File: config.mk
export PLATFORM = sky130hd
export DESIGN_NAME = days_between_dates_unit
export DESIGN_NICKNAME = d
export VERILOG_FILES = /design/src/hdl/dbd_pkg.sv /design/src/hdl/days_between_dates_unit.sv
export SDC_FILE = /design/constraint.sdc
export NUM_CORES = 2
export LEC_CHECK = 0
export ABC_AREA = 1
export BUFFER_PORTS_ARGS = -buffer_cell sky130_fd_sc_hd__buf_2
export CORE_ASPECT_RATIO = 0.9
export CORE_MARGIN = 4
export CORE_UTILIZATION = 55
export DETAILED_ROUTE_END_ITERATION = 10
export GPL_TIMING_DRIVEN = 0
export PLACE_DENSITY = 0.71
export SYNTH_ARGS = -nofsm -noshare
export SYNTH_HDL_FRONTEND = slang
export SYNTH_SLANG_ARGS = --single-unit
File: constraint.sdc
create_clock -name clk -period 17.6 [get_ports clk]
set_input_delay 2.64 -clock clk [delete_from_list [all_inputs] [get_ports clk]]
set_output_delay 2.64 -clock clk [all_outputs]
set_load 0.01 [all_outputs]
File: src/hdl/dbd_pkg.sv
// ============================================================================
// dbd_pkg
// Widths, constants and the month table shared by the days-between-dates
// unit and its checker.
// ============================================================================
`default_nettype none

package dbd_pkg;

  // Field widths
  localparam int DAY_W   = 5;
  localparam int MONTH_W = 4;
  localparam int YEAR_W  = 14;
  localparam int DIST_W  = 22;

  // Internal widths
  localparam int SUM_W   = YEAR_W + 1;   // year plus a rounding offset
  localparam int PROD_W  = 2 * SUM_W;    // reciprocal product
  localparam int J_W     = SUM_W - 2;    // ceil(n/4) and leap counts
  localparam int Q100_W  = 9;            // ceil(n/100)
  localparam int Q400_W  = 7;            // ceil(n/400)
  localparam int DBM_W   = 9;            // days before month
  localparam int DOY_W   = 10;           // day of year
  localparam int ABS_W   = 23;           // absolute day number
  localparam int DIFF_W  = ABS_W + 1;    // signed difference

  // Division by 100 and 400 as multiplication by a reciprocal.
  // Exact for every dividend below 43690, well above the 15-bit sums used.
  localparam logic [SUM_W-1:0] DIV_RECIP    = SUM_W'(20972);
  localparam int               DIV100_SHIFT = 21;
  localparam int               DIV400_SHIFT = 23;

  localparam logic [SUM_W-1:0] ROUND4   = SUM_W'(3);
  localparam logic [SUM_W-1:0] ROUND100 = SUM_W'(99);
  localparam logic [SUM_W-1:0] ROUND400 = SUM_W'(399);
  localparam logic [SUM_W-1:0] CENTURY  = SUM_W'(100);
  localparam logic [SUM_W-1:0] QUAD_CENTURY = SUM_W'(400);

  localparam logic [ABS_W-1:0]   COMMON_YEAR_DAYS = ABS_W'(365);
  localparam logic [MONTH_W-1:0] FEBRUARY         = MONTH_W'(2);

  localparam logic [YEAR_W-1:0] GREGORIAN_RESET = YEAR_W'(1583);
  localparam logic [DIST_W-1:0] DIST_MAX        = {DIST_W{1'b1}};

  // Accept edge to result strobe, in clock cycles
  localparam int LATENCY = 6;

  // Days in the months before month m in a common year; months past
  // December count 31 days each, month zero has none before it.
  function automatic logic [DBM_W-1:0] days_before_month(input logic [MONTH_W-1:0] m);
    logic [DBM_W-1:0] r;
    case (m)
      4'd1:    r = DBM_W'(0);
      4'd2:    r = DBM_W'(31);
      4'd3:    r = DBM_W'(59);
      4'd4:    r = DBM_W'(90);
      4'd5:    r = DBM_W'(120);
      4'd6:    r = DBM_W'(151);
      4'd7:    r = DBM_W'(181);
      4'd8:    r = DBM_W'(212);
      4'd9:    r = DBM_W'(243);
      4'd10:   r = DBM_W'(273);
      4'd11:   r = DBM_W'(304);
      4'd12:   r = DBM_W'(334);
      4'd13:   r = DBM_W'(365);
      4'd14:   r = DBM_W'(396);
      4'd15:   r = DBM_W'(427);
      default: r = DBM_W'(0);
    endcase
    return r;
  endfunction

endpackage

`default_nettype wire

File: src/hdl/days_between_dates_unit.sv
// ============================================================================
// days_between_dates_unit
// Absolute number of days between two calendar dates, mixed Julian and
// Gregorian leap rule with a programmable cutover year.
// ============================================================================
// One date pair is taken on every clock cycle in which start is high and
// busy is low, so a new pair may follow on every cycle. The answer is on
// day_distance with done high for one cycle, once the pair has passed the
// stage registers s1 to s5 and the day_distance register. The unit is a
// fixed six-stage pipeline that never stalls, so results cannot be held
// off and must be captured while done is high. busy is a registered copy
// of rst, high only during reset and in the cycle after it. Each date is turned into an
// absolute day number (365 per year plus the leap years below it plus the
// day of year) and the two are subtracted; the divisions of the year by
// 100 and 400 use one reciprocal multiplier per divisor and per year, and
// the other products are by the constants 100, 400 and 365.
// gregorian_start_year is written through cfg_wen/cfg_wdata while no
// transaction is in flight; it resets to 1583. Dates are not checked, and
// distances above the 22-bit range saturate.
`default_nettype none

module days_between_dates_unit (
  input  wire logic                        clk,
  input  wire logic                        rst,
  input  wire logic                        start,
  output logic                             busy,
  input  wire logic [dbd_pkg::DAY_W-1:0]   first_day,
  input  wire logic [dbd_pkg::MONTH_W-1:0] first_month,
  input  wire logic [dbd_pkg::YEAR_W-1:0]  first_year,
  input  wire logic [dbd_pkg::DAY_W-1:0]   second_day,
  input  wire logic [dbd_pkg::MONTH_W-1:0] second_month,
  input  wire logic [dbd_pkg::YEAR_W-1:0]  second_year,
  input  wire logic                        cfg_wen,
  input  wire logic [dbd_pkg::YEAR_W-1:0]  cfg_wdata,
  output logic                             done,
  output logic [dbd_pkg::DIST_W-1:0]       day_distance
);

  // Lanes 0 and 1 carry the two dates, lane 2 the cutover year
  localparam int GL = 2;

  logic [dbd_pkg::YEAR_W-1:0] gregorian_start_year;

  // Stage 1: captured transaction
  logic                        v1;
  logic [dbd_pkg::YEAR_W-1:0]  s1_year  [3];
  logic [dbd_pkg::DAY_W-1:0]   s1_day   [2];
  logic [dbd_pkg::MONTH_W-1:0] s1_month [2];

  // Stage 2: quarter, century and quad-century counts
  logic                        v2;
  logic [dbd_pkg::YEAR_W-1:0]  s2_year  [3];
  logic [dbd_pkg::DAY_W-1:0]   s2_day   [2];
  logic [dbd_pkg::MONTH_W-1:0] s2_month [2];
  logic [dbd_pkg::J_W-1:0]     s2_j     [3];
  logic [dbd_pkg::Q100_W-1:0]  s2_q100  [3];
  logic [dbd_pkg::Q400_W-1:0]  s2_q400  [3];

  // Stage 3: Gregorian counts and leap flags
  logic                        v3;
  logic [dbd_pkg::YEAR_W-1:0]  s3_year  [3];
  logic [dbd_pkg::DAY_W-1:0]   s3_day   [2];
  logic [dbd_pkg::MONTH_W-1:0] s3_month [2];
  logic [dbd_pkg::J_W-1:0]     s3_j     [3];
  logic [dbd_pkg::J_W-1:0]     s3_g     [3];
  logic                        s3_leap  [2];

  // Stage 4: leap years below each year, day of year
  logic                        v4;
  logic [dbd_pkg::YEAR_W-1:0]  s4_year  [2];
  logic [dbd_pkg::J_W-1:0]     s4_leaps [2];
  logic [dbd_pkg::DOY_W-1:0]   s4_doy   [2];

  // Stage 5: absolute day numbers
  logic                        v5;
  logic [dbd_pkg::ABS_W-1:0]   s5_abs   [2];

  // Combinational values between stages
  logic [dbd_pkg::SUM_W-1:0]   sum4    [3];
  logic [dbd_pkg::SUM_W-1:0]   sum100  [3];
  logic [dbd_pkg::SUM_W-1:0]   sum400  [3];
  logic [dbd_pkg::PROD_W-1:0]  prod100 [3];
  logic [dbd_pkg::PROD_W-1:0]  prod400 [3];
  logic [dbd_pkg::SUM_W-1:0]   greg_sum [3];
  logic [dbd_pkg::SUM_W-1:0]   cent_mul [2];
  logic [dbd_pkg::SUM_W-1:0]   quad_mul [2];
  logic                        div4   [2];
  logic                        div100 [2];
  logic                        div400 [2];
  logic                        leap_next [2];
  logic [dbd_pkg::SUM_W-1:0]   leaps_sum [2];
  logic [dbd_pkg::DOY_W-1:0]   doy_next  [2];
  logic [dbd_pkg::ABS_W-1:0]   abs_next  [2];
  logic [dbd_pkg::DIFF_W-1:0]  diff;
  logic [dbd_pkg::DIFF_W-1:0]  mag;

  logic accept;
  assign accept = start && !busy;

  // Hold the cutover register; the user must write it only while no transaction is in flight, which is not enforced
  always_ff @(posedge clk) begin
    if (rst) begin
      gregorian_start_year <= dbd_pkg::GREGORIAN_RESET;
    end else if (cfg_wen) begin
      gregorian_start_year <= cfg_wdata;
    end
  end

  // Hold busy through reset and the cycle after it
  always_ff @(posedge clk) begin
    busy <= rst;
  end

  // Advance the valid bits; the pipeline never stalls
  always_ff @(posedge clk) begin
    if (rst) begin
      v1   <= 1'b0;
      v2   <= 1'b0;
      v3   <= 1'b0;
      v4   <= 1'b0;
      v5   <= 1'b0;
      done <= 1'b0;
    end else begin
      v1   <= accept;
      v2   <= v1;
      v3   <= v2;
      v4   <= v3;
      v5   <= v4;
      done <= v5;
    end
  end

  // Stage 1: capture the dates and the cutover year
  always_ff @(posedge clk) begin
    s1_year[0]  <= first_year;
    s1_year[1]  <= second_year;
    s1_year[GL] <= gregorian_start_year;
    s1_day[0]   <= first_day;
    s1_day[1]   <= second_day;
    s1_month[0] <= first_month;
    s1_month[1] <= second_month;
  end

  // Stage 2: ceil(n/4) by a shift, ceil(n/100) and ceil(n/400) by reciprocal products
  always_comb begin
    for (int k = 0; k < 3; k++) begin
      sum4[k]    = dbd_pkg::SUM_W'(s1_year[k]) + dbd_pkg::ROUND4;
      sum100[k]  = dbd_pkg::SUM_W'(s1_year[k]) + dbd_pkg::ROUND100;
      sum400[k]  = dbd_pkg::SUM_W'(s1_year[k]) + dbd_pkg::ROUND400;
      prod100[k] = dbd_pkg::PROD_W'(sum100[k]) * dbd_pkg::PROD_W'(dbd_pkg::DIV_RECIP);
      prod400[k] = dbd_pkg::PROD_W'(sum400[k]) * dbd_pkg::PROD_W'(dbd_pkg::DIV_RECIP);
    end
  end

  always_ff @(posedge clk) begin
    for (int k = 0; k < 3; k++) begin
      s2_year[k] <= s1_year[k];
      s2_j[k]    <= sum4[k][dbd_pkg::SUM_W-1:2];
      s2_q100[k] <= prod100[k][dbd_pkg::DIV100_SHIFT +: dbd_pkg::Q100_W];
      s2_q400[k] <= prod400[k][dbd_pkg::DIV400_SHIFT +: dbd_pkg::Q400_W];
    end
    for (int k = 0; k < 2; k++) begin
      s2_day[k]   <= s1_day[k];
      s2_month[k] <= s1_month[k];
    end
  end

  // Stage 3: Gregorian leap counts; a year is a multiple of 100 exactly
  // when ceil(y/100) times 100 gives the year back, likewise for 400
  always_comb begin
    for (int k = 0; k < 3; k++) begin
      greg_sum[k] = dbd_pkg::SUM_W'(s2_j[k]) - dbd_pkg::SUM_W'(s2_q100[k])
                  + dbd_pkg::SUM_W'(s2_q400[k]);
    end
    for (int k = 0; k < 2; k++) begin
      cent_mul[k] = dbd_pkg::SUM_W'(s2_q100[k]) * dbd_pkg::CENTURY;
      quad_mul[k] = dbd_pkg::SUM_W'(s2_q400[k]) * dbd_pkg::QUAD_CENTURY;
      div4[k]     = (s2_year[k][1:0] == 2'b00);
      div100[k]   = (cent_mul[k] == dbd_pkg::SUM_W'(s2_year[k]));
      div400[k]   = (quad_mul[k] == dbd_pkg::SUM_W'(s2_year[k]));
      if (s2_year[k] < s2_year[GL]) begin
        leap_next[k] = div4[k];
      end else begin
        leap_next[k] = div400[k] || (div4[k] && !div100[k]);
      end
    end
  end

  always_ff @(posedge clk) begin
    for (int k = 0; k < 3; k++) begin
      s3_year[k] <= s2_year[k];
      s3_j[k]    <= s2_j[k];
      s3_g[k]    <= greg_sum[k][dbd_pkg::J_W-1:0];
    end
    for (int k = 0; k < 2; k++) begin
      s3_day[k]   <= s2_day[k];
      s3_month[k] <= s2_month[k];
      s3_leap[k]  <= leap_next[k];
    end
  end

  // Stage 4: leap years below each year under the mixed rule, day of year
  always_comb begin
    for (int k = 0; k < 2; k++) begin
      if (s3_year[k] <= s3_year[GL]) begin
        leaps_sum[k] = dbd_pkg::SUM_W'(s3_j[k]);
      end else begin
        leaps_sum[k] = dbd_pkg::SUM_W'(s3_j[GL]) + dbd_pkg::SUM_W'(s3_g[k])
                     - dbd_pkg::SUM_W'(s3_g[GL]);
      end
      doy_next[k] = dbd_pkg::DOY_W'(s3_day[k])
                  + dbd_pkg::DOY_W'(dbd_pkg::days_before_month(s3_month[k]))
                  + dbd_pkg::DOY_W'((s3_month[k] > dbd_pkg::FEBRUARY) && s3_leap[k]);
    end
  end

  always_ff @(posedge clk) begin
    for (int k = 0; k < 2; k++) begin
      s4_year[k]  <= s3_year[k];
      s4_leaps[k] <= leaps_sum[k][dbd_pkg::J_W-1:0];
      s4_doy[k]   <= doy_next[k];
    end
  end

  // Stage 5: absolute day number of each date
  always_comb begin
    for (int k = 0; k < 2; k++) begin
      abs_next[k] = dbd_pkg::ABS_W'(s4_year[k]) * dbd_pkg::COMMON_YEAR_DAYS
                  + dbd_pkg::ABS_W'(s4_leaps[k]) + dbd_pkg::ABS_W'(s4_doy[k]);
    end
  end

  always_ff @(posedge clk) begin
    for (int k = 0; k < 2; k++) begin
      s5_abs[k] <= abs_next[k];
    end
  end

  // Stage 6: subtract, take the magnitude, saturate
  always_comb begin
    diff = dbd_pkg::DIFF_W'(s5_abs[1]) - dbd_pkg::DIFF_W'(s5_abs[0]);
    mag  = diff[dbd_pkg::DIFF_W-1] ? (~diff + dbd_pkg::DIFF_W'(1)) : diff;
  end

  always_ff @(posedge clk) begin
    if (mag > dbd_pkg::DIFF_W'(dbd_pkg::DIST_MAX)) begin
      day_distance <= dbd_pkg::DIST_MAX;
    end else begin
      day_distance <= mag[dbd_pkg::DIST_W-1:0];
    end
  end

endmodule

`default_nettype wire

Yosys cells after proc, flatten, opt, wreduce, memory -nomap -nowiden

Memories as Yosys holds them, arrays and structs flattened.
Cells that the tools add are included.

Register bits: 43
RAM bits: 467
Bits in read-only memories: 288
Bits of input ports: 64
Output and inout port bits: 24
Word-level logic and storage cells: 100
Memories: 21

Memories:

| memory           | words | width | read ports | clocked after Yosys merged registers in | write ports | RTL line                      | RTL |
|---|---|---|---|---|---|---|---|
| (name not given) | 16    | 9     | 1          | 0                                       | 0           | dbd_pkg.sv:52                 | `case (m)` |
| (name not given) | 16    | 9     | 1          | 0                                       | 0           | dbd_pkg.sv:52                 |  |
| s5_abs           | 2     | 23    | 2          | 0                                       | 2           | days_between_dates_unit.sv:76 | `logic [dbd_pkg::ABS_W-1:0] s5_abs [2];` |
| s1_year          | 3     | 14    | 3          | 0                                       | 3           | days_between_dates_unit.sv:46 | `logic [dbd_pkg::YEAR_W-1:0] s1_year [3];` |
| s2_year          | 3     | 14    | 3          | 0                                       | 3           | days_between_dates_unit.sv:52 | `logic [dbd_pkg::YEAR_W-1:0] s2_year [3];` |
| s3_year          | 3     | 14    | 3          | 0                                       | 3           | days_between_dates_unit.sv:61 | `logic [dbd_pkg::YEAR_W-1:0] s3_year [3];` |
| 15 more memories | n/a   | n/a   | n/a        | n/a                                     | n/a         | n/a                           |  |

$add $sub $neg: 29
$mul: 12
Magnitude comparators: 7
Eq/ne operators: 4
Multiplexer cells: 5
Bitwise operators: 1
Reductions and logical operators: 12

Operators with widths:

| operator                                                                          | number |
|---|---|
| 15-bit by 13-bit multiplier with 28-bit output, second input constant             | 6 |
| 15-bit by 14-bit == test with 1-bit output                                        | 4 |
| 23-bit by 10-bit adder with 23-bit output                                         | 2 |
| 23-bit by 13-bit adder with 23-bit output                                         | 2 |
| 14-bit by 9-bit multiplier with 23-bit output, second input constant              | 2 |
| 14-bit by 2-bit adder with 15-bit output, second input constant                   | 3 |
| 14-bit by 7-bit adder with 15-bit output, second input constant                   | 3 |
| 14-bit by 9-bit adder with 15-bit output, second input constant                   | 3 |
| 13-bit by 8-bit adder with 13-bit output                                          | 3 |
| 13-bit by 9-bit subtractor with 13-bit output                                     | 3 |
| 14-bit less-or-equal comparator                                                   | 2 |
| 14-bit < comparator                                                               | 2 |
| 13-bit adder                                                                      | 2 |
| 9-bit by 5-bit multiplier with 13-bit output, second input constant               | 2 |
| 13-bit two-way mux                                                                | 2 |
| 13-bit subtractor                                                                 | 2 |
| 24-bit by 1-bit adder with 24-bit output, second input constant                   | 1 |
| 24-bit by 22-bit greater-than comparator with 1-bit output, second input constant | 1 |
| 24-bit two-way mux                                                                | 1 |
| 24-bit NOT                                                                        | 1 |
| 23-bit by 23-bit subtractor with 24-bit output                                    | 1 |
| 7-bit by 5-bit multiplier with 11-bit output, second input constant               | 2 |
| 10-bit by 1-bit adder with 10-bit output                                          | 2 |
| 5-bit by 9-bit adder with 10-bit output                                           | 2 |
| other kinds (6)                                                                   | 16 |

Longest topological paths before layout

An unclocked memory read counts as a cell.

Word-level depth: 7
Mapped depth: 35
Gate-level depth less buffers: 35

Worst setup path after synthesis

OpenSTA, ideal clock, no wires.

Path kind: register -> register
Start: mem s1_year[0][0] (netlist name)
End: mem s2_q400[0][4] (netlist name)
Arrival: 5.979 ns
Setup slack: 11.497 ns
Cell stages (with the launch flop): 34
Clock period less this slack: 6.103 ns
Cell sequence: dfxtp_1 > inv_1 > ha_1 > nand2_1 > inv_1 > nand2_1 > nand3_1 > inv_1 > a21oi_1 > inv_1 > nor2_1 > nor2_1 > inv_1 > nor2_1 > xor2_1 > inv_1 > fa_1 > inv_1 > ha_1 > inv_1 > fa_1 > inv_1 > fa_1 > inv_1 > fa_1 > inv_1 > ha_1 > nand4_1 > nor3_1 > nand3_1 > and3_1 > o21ai_0 > a21oi_1 > xor2_1

RTL lines:

| what        | RTL line                      | RTL |
|---|---|---|
| from (decl) | days_between_dates_unit.sv:46 |  |
| to (decl)   | days_between_dates_unit.sv:57 | `logic [dbd_pkg::Q400_W-1:0] s2_q400 [3];` |

==> out/qor.csv <==
metric,value,unit
status,finished clean,
required,18100,ps
htree_num_levels,2,
die_area,102000,um^2
cp_slowest_cell,dfxtp_1,
finalSetupTns,0,ps
die_w,336,um
path_clk_slew,70,ps
synth_compound_area_share,6.57,%
grt_pass1_vias,38600,
syn-instance-count,6104,
grt_max_degree,16,
wl,115,mm
drv_slew,0,
ios,88,
path_delay_family,adder cells,
synth_top_family_by_area,adder cells,
fp.dieH,303,um
cp-end-kind,flip-flop,
hold_path.class,flip-flop to flip-flop,
grt_pass1_wl,193,mm
post_drt_wl_per_cell,15.2,um
drv_cap,0,
grt_use_total,23.4,%
row_count,107,
post_drt_via_cell_ratio,5.01,
cts_hold_buf,0,
drc,0,
synth.distinct_cells,48,
antenna_cells,0,
grt_overflow_total,0,
yosys_warnings,0,
post_cts_buffers,0,
synth_fp_nets,7772,
antenna_found_initial,0,
numCtsBuffers,56,
clkLatencyLatePin,640,ps
synth_top_area_share,24.0,%
synth_edf_count,0,
fmax,136,MHz
min_period,7340,ps
hold_violations,0,
yosysSeqAreaShare,19.2,%
post_route_cells_drive_above_1_share,4.30,%
synth_ff_type,dfxtp_1,
initialDrtViolationCount,1852,
area.growth.synth_to_final,7.65,%
start_kind,flip-flop,
gp_congestion,0.938,
io_buffers,87,
path_buf_inv,4,
synth_async_sr_flop_share,0,%
finalSetupViolations,0,
slew_headroom,37.6,%
cts_sinks,510,
ys_top_cells_by_count,"inv_1, ha_1, nand2_1",
initial_utilization,55.8,%
dr.pass1.iters,5,
fin_skew,23.9,ps
vias,37800,
rsz0062_at_grt,no,
critPathArrivalTime,7840,ps
dpl.hpwl,100,mm
cp_max_fo,9,
clock-root-buffer,clkbuf_16,
synth-simple-area-share,10.4,%
syn-cell-area,53100,um^2
cts_resized,0,
synth_area_leaders,"ha_1, fa_1, dfxtp_1",
cts_tree,yes,
syn_avg_cell_area,8.70,um^2
synthMuxAreaShare,0,%
path_class,flip-flop to flip-flop,
ys_seq_elements,510,
fin_nets,7917,
synthAdderAreaFrac,46.1,%
cpPeakStageDelay,600,ps
timing.final.crit_share,41.7,%
clockBufferDepth,3,
synth_xor_area_share,5.43,%
yosysMostFrequentCell,inv_1,
ant_nets,0,
yosysTopAreaCell,ha_1,
tightestPinTransition,933,ps
core,95200,um^2
[routing by layer]
| layer | global-route usage, % | part of all wire (%) | vias up |
|---|---|---|---|
| li1 | - | - | 19100 |
| met1 | 32.8 | 47 | 17800 |
| met2 | 39.0 | 46 | 737 |
| met3 | 2.63 | 4.8 | 154 |
| met4 | 5.64 | 2.4 | 0 |
| met5 | 0 | 0 | - |
[registers in the layout, summed over array words and instances, names as in the netlist, 10 cells and up]
name and cells:
s1_day 10, s4_doy 20, s3_year 42, s2_q100 27, s2_q400 21, s3_j 39
s4_leaps 26, day_distance 22, s2_j 39, s3_g 39, s5_abs 46, s4_year 28
gregorian_start_year 14, s1_year 42, s2_day 10, s2_year 42, s3_day 10
[cell families after synthesis]
| group | Yosys count |
|---|---|
| AO/OA/AOI/OAI | 634 |
| XOR/XNOR | 329 |
| buffers and inverters | 1732 |
| adder cells (fa/ha/maj) | 1604 |
| AND/OR/NAND/NOR | 1295 |
| flip-flops | 510 |
[worst register-to-register path: stages (launching register included)]
cell,delay [ps]
dfxtp_1,600
inv_1,310
ha_1,300
nor2_1,180
nand2_1,100
nor2_1,140
nor2_1,80
a21oi_1,210
nand2_1,70
nor2_1,160
nand3_1,130
xor2_1,510
inv_1,270
ha_1,380
fa_1,560
fa_1,460
fa_1,550
inv_1,50
fa_1,470
inv_1,40
ha_1,300
a21oi_1,150
o21ai_0,80
a21oi_1,120
o21ai_0,190
a21boi_0,460
o21ai_0,170
xor2_1,180
[placed cells by master, fill, tap and decap left out, types with 9 or more instances in the layout]
cell / instances
inv_1: 1699
ha_1: 1018
nand2_1: 688
fa_1: 586
dfxtp_1: 510
a21oi_1: 318
nor2_1: 287
xor2_1: 227
o21ai_0: 194
nand3_1: 120
xnor2_1: 102
buf_2: 88
nand4_1: 57
clkbuf_16: 57
nor3_1: 44
nand2_2: 31
o21bai_1: 24
clkbuf_1: 22
or2_2: 16
a21o_1: 16
o21a_1: 15
nor4_1: 15
inv_2: 13
a21boi_0: 13
o211ai_1: 11
o31ai_1: 10
nand3b_1: 10
bufinv_16: 10
a31oi_1: 9
[metrics by stage]
step | std cells | util, % | instance area, um^2 | setup slack [ps] | hold WS [ps]
finish | 7549 | 60.0 | 57200 | 10260 | 323
global route | 7549 | 60.0 | 57200 | 9620 | 332
CTS | 7549 | 60.0 | 57200 | 10220 | 327
detailed placement | 7444 | 57.9 | 55100 | 10250 | 312
global placement | 7444 | 57.9 | 55100 | 10420 | 312
floorplan | 6104 | - | 53100 | 11500 | 310
[cell type report]
class,instances,area (um^2)
Fill cell,8163,38000
Tap cell,1253,1570
Multi-Input combinational cell,3862,36400
Clock inverter,38,538
Clock buffer,67,1510
Inverter,1712,6430
Buffer,20,91.3
Timing Repair Buffer,87,435
Sequential cell,510,10200
[path summary, 6_finish.rpt]
kind,startpoint,to,slack (ps),depth (start not counted)
worst max-delay path,s1_year[0][28]$_DFF_P_,s2_q100[0][25]$_DFF_P_,10260,27
worst min-delay path,s2_day[0][1]$_DFF_P_,s3_day[0][1]$_DFF_P_,320,0
worst max register to register,s1_year[0][28]$_DFF_P_,s2_q100[0][25]$_DFF_P_,10260,27
worst min register to register,s2_day[0][1]$_DFF_P_,s3_day[0][1]$_DFF_P_,320,0
Power is left out: the tool's default activity adds up to more than one toggle a clock period on the data nets, which glitch-free logic cannot reach.
